File: config.mk
export PLATFORM = sky130hd
export DESIGN_NAME = rmv_div
export DESIGN_NICKNAME = d
export VERILOG_FILES = /design/src/sv/rmv_pkg.sv /design/src/sv/rmv_div.sv
export SDC_FILE = /design/constraint.sdc
export NUM_CORES = 1
export LEC_CHECK = 0
export BUFFER_PORTS_ARGS = -buffer_cell sky130_fd_sc_hd__buf_4
export CAP_MARGIN = 20
export CORE_MARGIN = 3
export CORE_UTILIZATION = 45
export CTS_CLUSTER_SIZE = 14
export DETAILED_ROUTE_END_ITERATION = 6
export GPL_TIMING_DRIVEN = 0
export PLACE_DENSITY = 0.67
export SLEW_MARGIN = 20
export SYNTH_ARGS = -nofsm -noshare
export SYNTH_HDL_FRONTEND = slang
export SYNTH_SLANG_ARGS = --single-unit
File: constraint.sdc
create_clock -name clk -period 3.4 [get_ports clk]
set_input_delay 0.51 -clock clk [delete_from_list [all_inputs] [get_ports clk]]
set_output_delay 0.51 -clock clk [all_outputs]
set_load 0.1 [all_outputs]
File: src/sv/rmv_pkg.sv
// Shared types and constants for the running mean/variance block.
// No dependencies; imported by rmv_ram, rmv_div and the top level.
package rmv_pkg;

    localparam int MAX_COMPONENTS_DEF = 64;

    localparam int SAMPLE_W = 32;
    localparam int ACC_W    = 17;
    localparam int M2_W     = 48;
    localparam int ITER_W   = 32;
    localparam int LEN_W    = 7;
    localparam int IDX_O_W  = 6;
    localparam int VAR_W    = 31;

    // shared divider: 48-bit dividend, divisor up to 2^32
    localparam int DIV_NUM_W = 48;
    localparam int DIV_DEN_W = 33;

    localparam logic [ACC_W-1:0]  ONE_Q16  = 17'd65536;
    localparam logic [M2_W-1:0]   M2_MAX   = 48'hFFFF_FFFF_FFFF;
    localparam logic [VAR_W-1:0]  VAR_MAX  = 31'h7FFF_FFFF;
    localparam logic [ITER_W-1:0] ITER_MAX = 32'hFFFF_FFFF;

    typedef struct packed {
        logic                 start;
        logic [DIV_NUM_W-1:0] num;
        logic [DIV_DEN_W-1:0] den;
    } div_req_t;

endpackage

File: src/sv/rmv_div.sv
// Restoring unsigned divider, one quotient bit per cycle.
// Depends on rmv_pkg (div_req_t, operand widths).
module rmv_div
    import rmv_pkg::*;
(
    input  logic                 clk,
    input  logic                 rst_n,
    input  div_req_t             req,
    output logic                 done,
    output logic [DIV_NUM_W-1:0] quot
);

    localparam int CNT_W = $clog2(DIV_NUM_W + 1);

    logic [CNT_W-1:0]     cnt_reg;
    logic                 busy_reg;
    logic                 done_reg;
    logic [DIV_DEN_W-1:0] rem_reg;
    logic [DIV_DEN_W-1:0] den_reg;
    logic [DIV_NUM_W-1:0] quo_reg;

    logic [DIV_DEN_W:0]   rem_sh;
    logic [DIV_DEN_W:0]   trial;

    assign rem_sh = {rem_reg, quo_reg[DIV_NUM_W-1]};
    assign trial  = rem_sh - {1'b0, den_reg};

    always_ff @(posedge clk or negedge rst_n)
    begin
        if (!rst_n)
        begin
            busy_reg <= 1'b0;
            done_reg <= 1'b0;
            cnt_reg  <= '0;
        end
        else
        begin
            done_reg <= 1'b0;
            if (req.start)
            begin
                busy_reg <= 1'b1;
                cnt_reg  <= CNT_W'(DIV_NUM_W);
            end
            else if (busy_reg)
            begin
                cnt_reg <= cnt_reg - 1'b1;
                if (cnt_reg == CNT_W'(1))
                begin
                    busy_reg <= 1'b0;
                    done_reg <= 1'b1;
                end
            end
        end
    end

    always_ff @(posedge clk)
    begin
        if (req.start)
        begin
            rem_reg <= '0;
            den_reg <= req.den;
            quo_reg <= req.num;
        end
        else if (busy_reg)
        begin
            if (!trial[DIV_DEN_W])
            begin
                rem_reg <= trial[DIV_DEN_W-1:0];
                quo_reg <= {quo_reg[DIV_NUM_W-2:0], 1'b1};
            end
            else
            begin
                rem_reg <= rem_sh[DIV_DEN_W-1:0];
                quo_reg <= {quo_reg[DIV_NUM_W-2:0], 1'b0};
            end
        end
    end

    assign done = done_reg;
    assign quot = quo_reg;

endmodule
# Word level (Yosys, flattened, before mapping)
# Index checks and enable logic that the tools add are counted.
[word_totals]
reg_bits = 122
inputBits = 84
wordCells = 22
[classes]
add_sub_neg = 2
n_eq_ne = 1
mux = 12
n_reduce_logical = 1
[ops]
columns = ["op", "count"]
rows = [
  ["two-way mux 48 bit", 2],
  ["subtractor 34 x 33 -> 34 bit", 1],
  ["two-way mux 33 bit", 1],
  ["two-way mux 6 bit", 2],
  ["two-way mux 1 bit", 7],
  ["equality test 6 x 1 -> 1 bit, second input constant", 1],
  ["subtractor 6 x 1 -> 6 bit, second input constant", 1],
  ["nonzero test 2 bit", 1],
]

# Depth between registers and ports, before layout
[depth]
depth_word = 4
depth_mapped = 14

# Worst setup path before layout
# No wires, ideal clock.
[synth_timing]
kind = "reg2reg"
start = "register quo_reg[47] (netlist: quot[47])"
end = "register rem_reg[0]"
setup_ns = 0.079
t_arrival_ns = 3.523
required_ns = 3.321
path_slack_ns = -0.203
stages_incl_launch_ff = 13
path_buffers = 0
period_less_slack_ns = 3.603
path_cell_list = "edfxtp_1 > inv_1 > ha_1 > nor2b_1 > o2111a_1 > o21ai_1 > a2111oi_2 > o21ai_2 > a21oi_2 > o41ai_4 > xnor2_2 > mux2_2 > a211oi_2"
[synth_via]
elab_chain_cells = 2
[synth_lines]
columns = ["item", "line", "rtl"]
rows = [
  ["start, declared", "rmv_div.sv:20", "logic [DIV_NUM_W-1:0] quo_reg;"],
  ["start signal, assigned", "rmv_div.sv:62", "quo_reg <= req.num;"],
  ["start signal, assigned", "rmv_div.sv:69", "quo_reg <= {quo_reg[DIV_NUM_W-2:0], 1'b1};"],
  ["start signal, assigned", "rmv_div.sv:74", "quo_reg <= {quo_reg[DIV_NUM_W-2:0], 1'b0};"],
  ["subtractor 34 x 33 -> 34 bit", "rmv_div.sv:26", "assign trial = rem_sh - {1'b0, den_reg};"],
  ["two-way mux 33 bit *", "rmv_div.sv:66", "if (!trial[DIV_DEN_W])"],
  ["end signal, assigned", "rmv_div.sv:68", "rem_reg <= trial[DIV_DEN_W-1:0];"],
  ["end signal, assigned", "rmv_div.sv:73", "rem_reg <= rem_sh[DIV_DEN_W-1:0];"],
  ["end, declared", "rmv_div.sv:18", "logic [DIV_DEN_W-1:0] rem_reg;"],
]
# Mark *: on every way between the ends. The rest lies on a longest branch, timed or not.
# A chain may end at the register's enable or synchronous reset.

# Worst setup path in the final report
[layout_timing]
start = "register den_reg[15]"
end = "register rem_reg[15]"
[layout_via]
elab_chain_cells = 2
[layout_lines]
columns = ["item", "line", "rtl"]
rows = [
  ["start, declared", "rmv_div.sv:19", "logic [DIV_DEN_W-1:0] den_reg;"],
  ["start signal, assigned", "rmv_div.sv:61", "den_reg <= req.den;"],
  ["subtractor 34 x 33 -> 34 bit", "rmv_div.sv:26", ""],
  ["two-way mux 33 bit", "rmv_div.sv:66", ""],
]
# Every way passes these cells.

==> impl_metrics.ini <==
[routing]
drc = 0
finalWirelength_um = 15800
firstDrtPassIters = 4
drtIter0Drc = 268
via_per_inst = 5.37
num_vias = 5036
dr_wl_met2_um = 7360
top_layer_used = met4
met3_length_um = 1520
wl_per_cell_um = 16.8
wl_met1_um = 6720
ant_nets = 0

[run]
maxCapViolations = 0

[synthesis]
synth.ff_latch_count = 122
async_flop_share = 0.0656
yosysWarnings = 0
synth_seq_area_share = 0.497
yosysTopAreaCellShare = 0.367
synth_area_per_cell_um2 = 11.3
synth_commonest_cells = 81 x edfxtp_1, 57 x nor2_1, 49 x mux2_2
synth_nets = 708
syn_inst = 588
synth.most_common_cell = edfxtp_1
synth_largest_area_cell = edfxtp_1
synth_cell_types = 59
netlist_top_cells_area = edfxtp_1 37%, dfxtp_1 10%, mux2_2 8.3%
syn_area_mm2 = 0.00663
synthFlopType = edfxtp_1
synth_edf_count = 81

[cells_and_area]
ff_latch_area_mm2 = 0.00329
largest_reg_flops = 48
multi_input_area_mm2 = 0.00311
fillerInstances = 1184
antenna_cells = 0
nets = 865
drive_gt1_frac = 0.314
syn2layout_area_growth_pct = 29.0

[timing]
hold_ws_ns = 0.263
setup_violations = 0
fin_crit_ns = 3.27
tightest_slew_ns = 0.742
relSlewSlack = 0.505
fmax_mhz = 306
fin_crit_sh = 0.961
drv_slew = 0
fin_skew_ns = 0.0105
finalHoldViolations = 0
tns_ns = 0

[pwr]
clock_power_share = 0.362
seqPwrFrac = 0.380
peakVddDrop_uv = 464
power_switching_mw = 1.62
p_int_mw = 3.16
p_leak_nw = 3.67
p_comb_frac = 0.257
power.density_mw_per_mm2 = 559
swShare = 0.339
p_total_mw = 4.78

[worst_setup_path]
crit_slowest_cell = o41ai_4
critPathMaxFanout = 6
cp_cell_sequence = inv_1, ha_1, a21oi_1, nand2_1, a211o_1, o21ai_2, a21oi_2, o41ai_4, xnor2_4, buf_4, and4b_1, or3_1
start_kind = register
worstPathArrival_ns = 3.56
path_class = register to register
cpPeakStageDelay_ns = 0.47
end_kind = register
required_ns = 3.69

[clock_network]
clkTransAtPathRegs_ns = 0.06
cts_buffers = 17
cts_tree = done
clk_latency_ns = 0.42
cts_max_path_buffers = 2
cts_root_buffer = clkbuf_16
cts_num_sinks = 122
htree_num_levels = 4

[global_routing]
globalRouteOverflowTotal = 0
grt_max_degree = 37
grt_pass1_wl_um = 26300
track_usage = 0.205
grt_pass1_vias = 5215
antenna_found_initial = 0

[floorplan]
fp.dieW_um = 127
dieArea_mm2 = 0.0162
io_pins = 133
rows = 43
start_util = 0.469
core_mm2 = 0.0141
die_h_um = 127

[place]
io_buffers = 132
gp_congestion = 0.868
hpwlAfterDp_um = 11600

[min_path]
hold_path_class = input port to register

[outcome]
status = complete, no violations
## power groups by stage
stage	Combinational (mW)	Clock, mW	Sequential [mW]
after global routing	1.31	1.84	1.84
after detailed placement	1.21	0	1.84
after global placement	1.19	0	1.84
final	1.23	1.73	1.82
after floorplan	0.454	0	2.29
after CTS	1.22	1.77	1.82
## placed cells by master (no fill, tap or decap), drive strengths merged, types with 7 or more instances in the layout
| cell type | instances |
|---|---|
| clkbuf | 35 |
| nand2 | 21 |
| ha | 35 |
| a21o | 11 |
| a211oi | 36 |
| nor2 | 57 |
| dfxtp | 33 |
| inv | 48 |
| o21ai | 17 |
| nand2b | 7 |
| xor2 | 14 |
| nor3 | 8 |
| edfxtp | 81 |
| a21oi | 29 |
| xnor2 | 22 |
| mux2i | 29 |
| buf | 147 |
| dfrtp | 8 |
| nand3 | 9 |
| mux2 | 49 |
## critical path, delay by kind of cell (launching register included)
kind | cells | cell delay, ns
XOR/XNOR | 1 | 0.17
AO/OA/AOI/OAI | 5 | 1.38
flip-flops | 1 | 0.39
AND/OR/NAND/NOR | 3 | 0.62
adder cells (fa/ha/maj) | 1 | 0.30
buffers and inverters | 2 | 0.28
## cell type report
class / count / area share
Buffer: 26 / 0.0149
Clock buffer: 17 / 0.0497
Clock inverter: 15 / 0.0167
Inverter: 43 / 0.0189
Multi-Input combinational cell: 395 / 0.364
Sequential cell: 122 / 0.385
Tap cell: 180 / 0.0263
Timing Repair Buffer: 140 / 0.125
## cells by family (layout without fill, tap and decap cells)
family / count (synthesis) / count (layout) / synth area share
and+or+nand+nor: 124 / 124 / 0.0870
adders and majority gates: 36 / 36 / 0.0691
DFF: 122 / 122 / 0.497
buffers and inverters: 71 / 241 / 0.0438
xor gates and xnor gates: 36 / 36 / 0.0487
muxes: 78 / 78 / 0.127
AOI/OAI and AO/OA: 121 / 121 / 0.128
## per-stage QoR
step                setup WS (ns)   util  std cells  instance area (µm²)
CTS                        0.0626  0.599        934                 8480
finish                      0.134  0.604        938                 8550
global placement           -0.407  0.556        900                 7870
floorplan                 -0.0961      -        588                 6650
detailed placement        -0.0575  0.558        901                 7890
global route             -0.00884  0.604        938                 8550
## routing by layer
layer | global-route usage | vias to the layer above
met5 | 0 | -
met4 | 0.0473 | 0
met3 | 0.0928 | 14
li1 | - | 2460
met1 | 0.257 | 2392
met2 | 0.325 | 170
## timing repair
| item | 4_1_cts | 5_1_grt |
|---|---|---|
| endpoints found under the hold margin | 8 | 0 |
| endpoints found under the setup margin | 29 | 31 |
| pin swaps | 0 | 4 |
| hold buffers | 1 | 0 |
| resized for setup | 1 | 10 |
| gates cloned | 0 | 0 |
| buffers inserted | 0 | 6 |
## final timing paths
kind | startpoint | endpoint | slack, ns | depth (start not counted)
worst max-delay path | den_reg[15] | rem_reg[15] | 0.13 | 12
worst min-delay path | req[26] | den_reg[26] | 0.26 | 1
worst max register to register | den_reg[15] | rem_reg[15] | 0.13 | 12
worst min register to register | rem_reg[16] | rem_reg[16] | 0.50 | 2
max in group asynchronous | rst_n | cnt_reg[3] | 2.81 | 2
min in group asynchronous | rst_n | done | 0.46 | 2
Power figures use the tool's default switching activity.
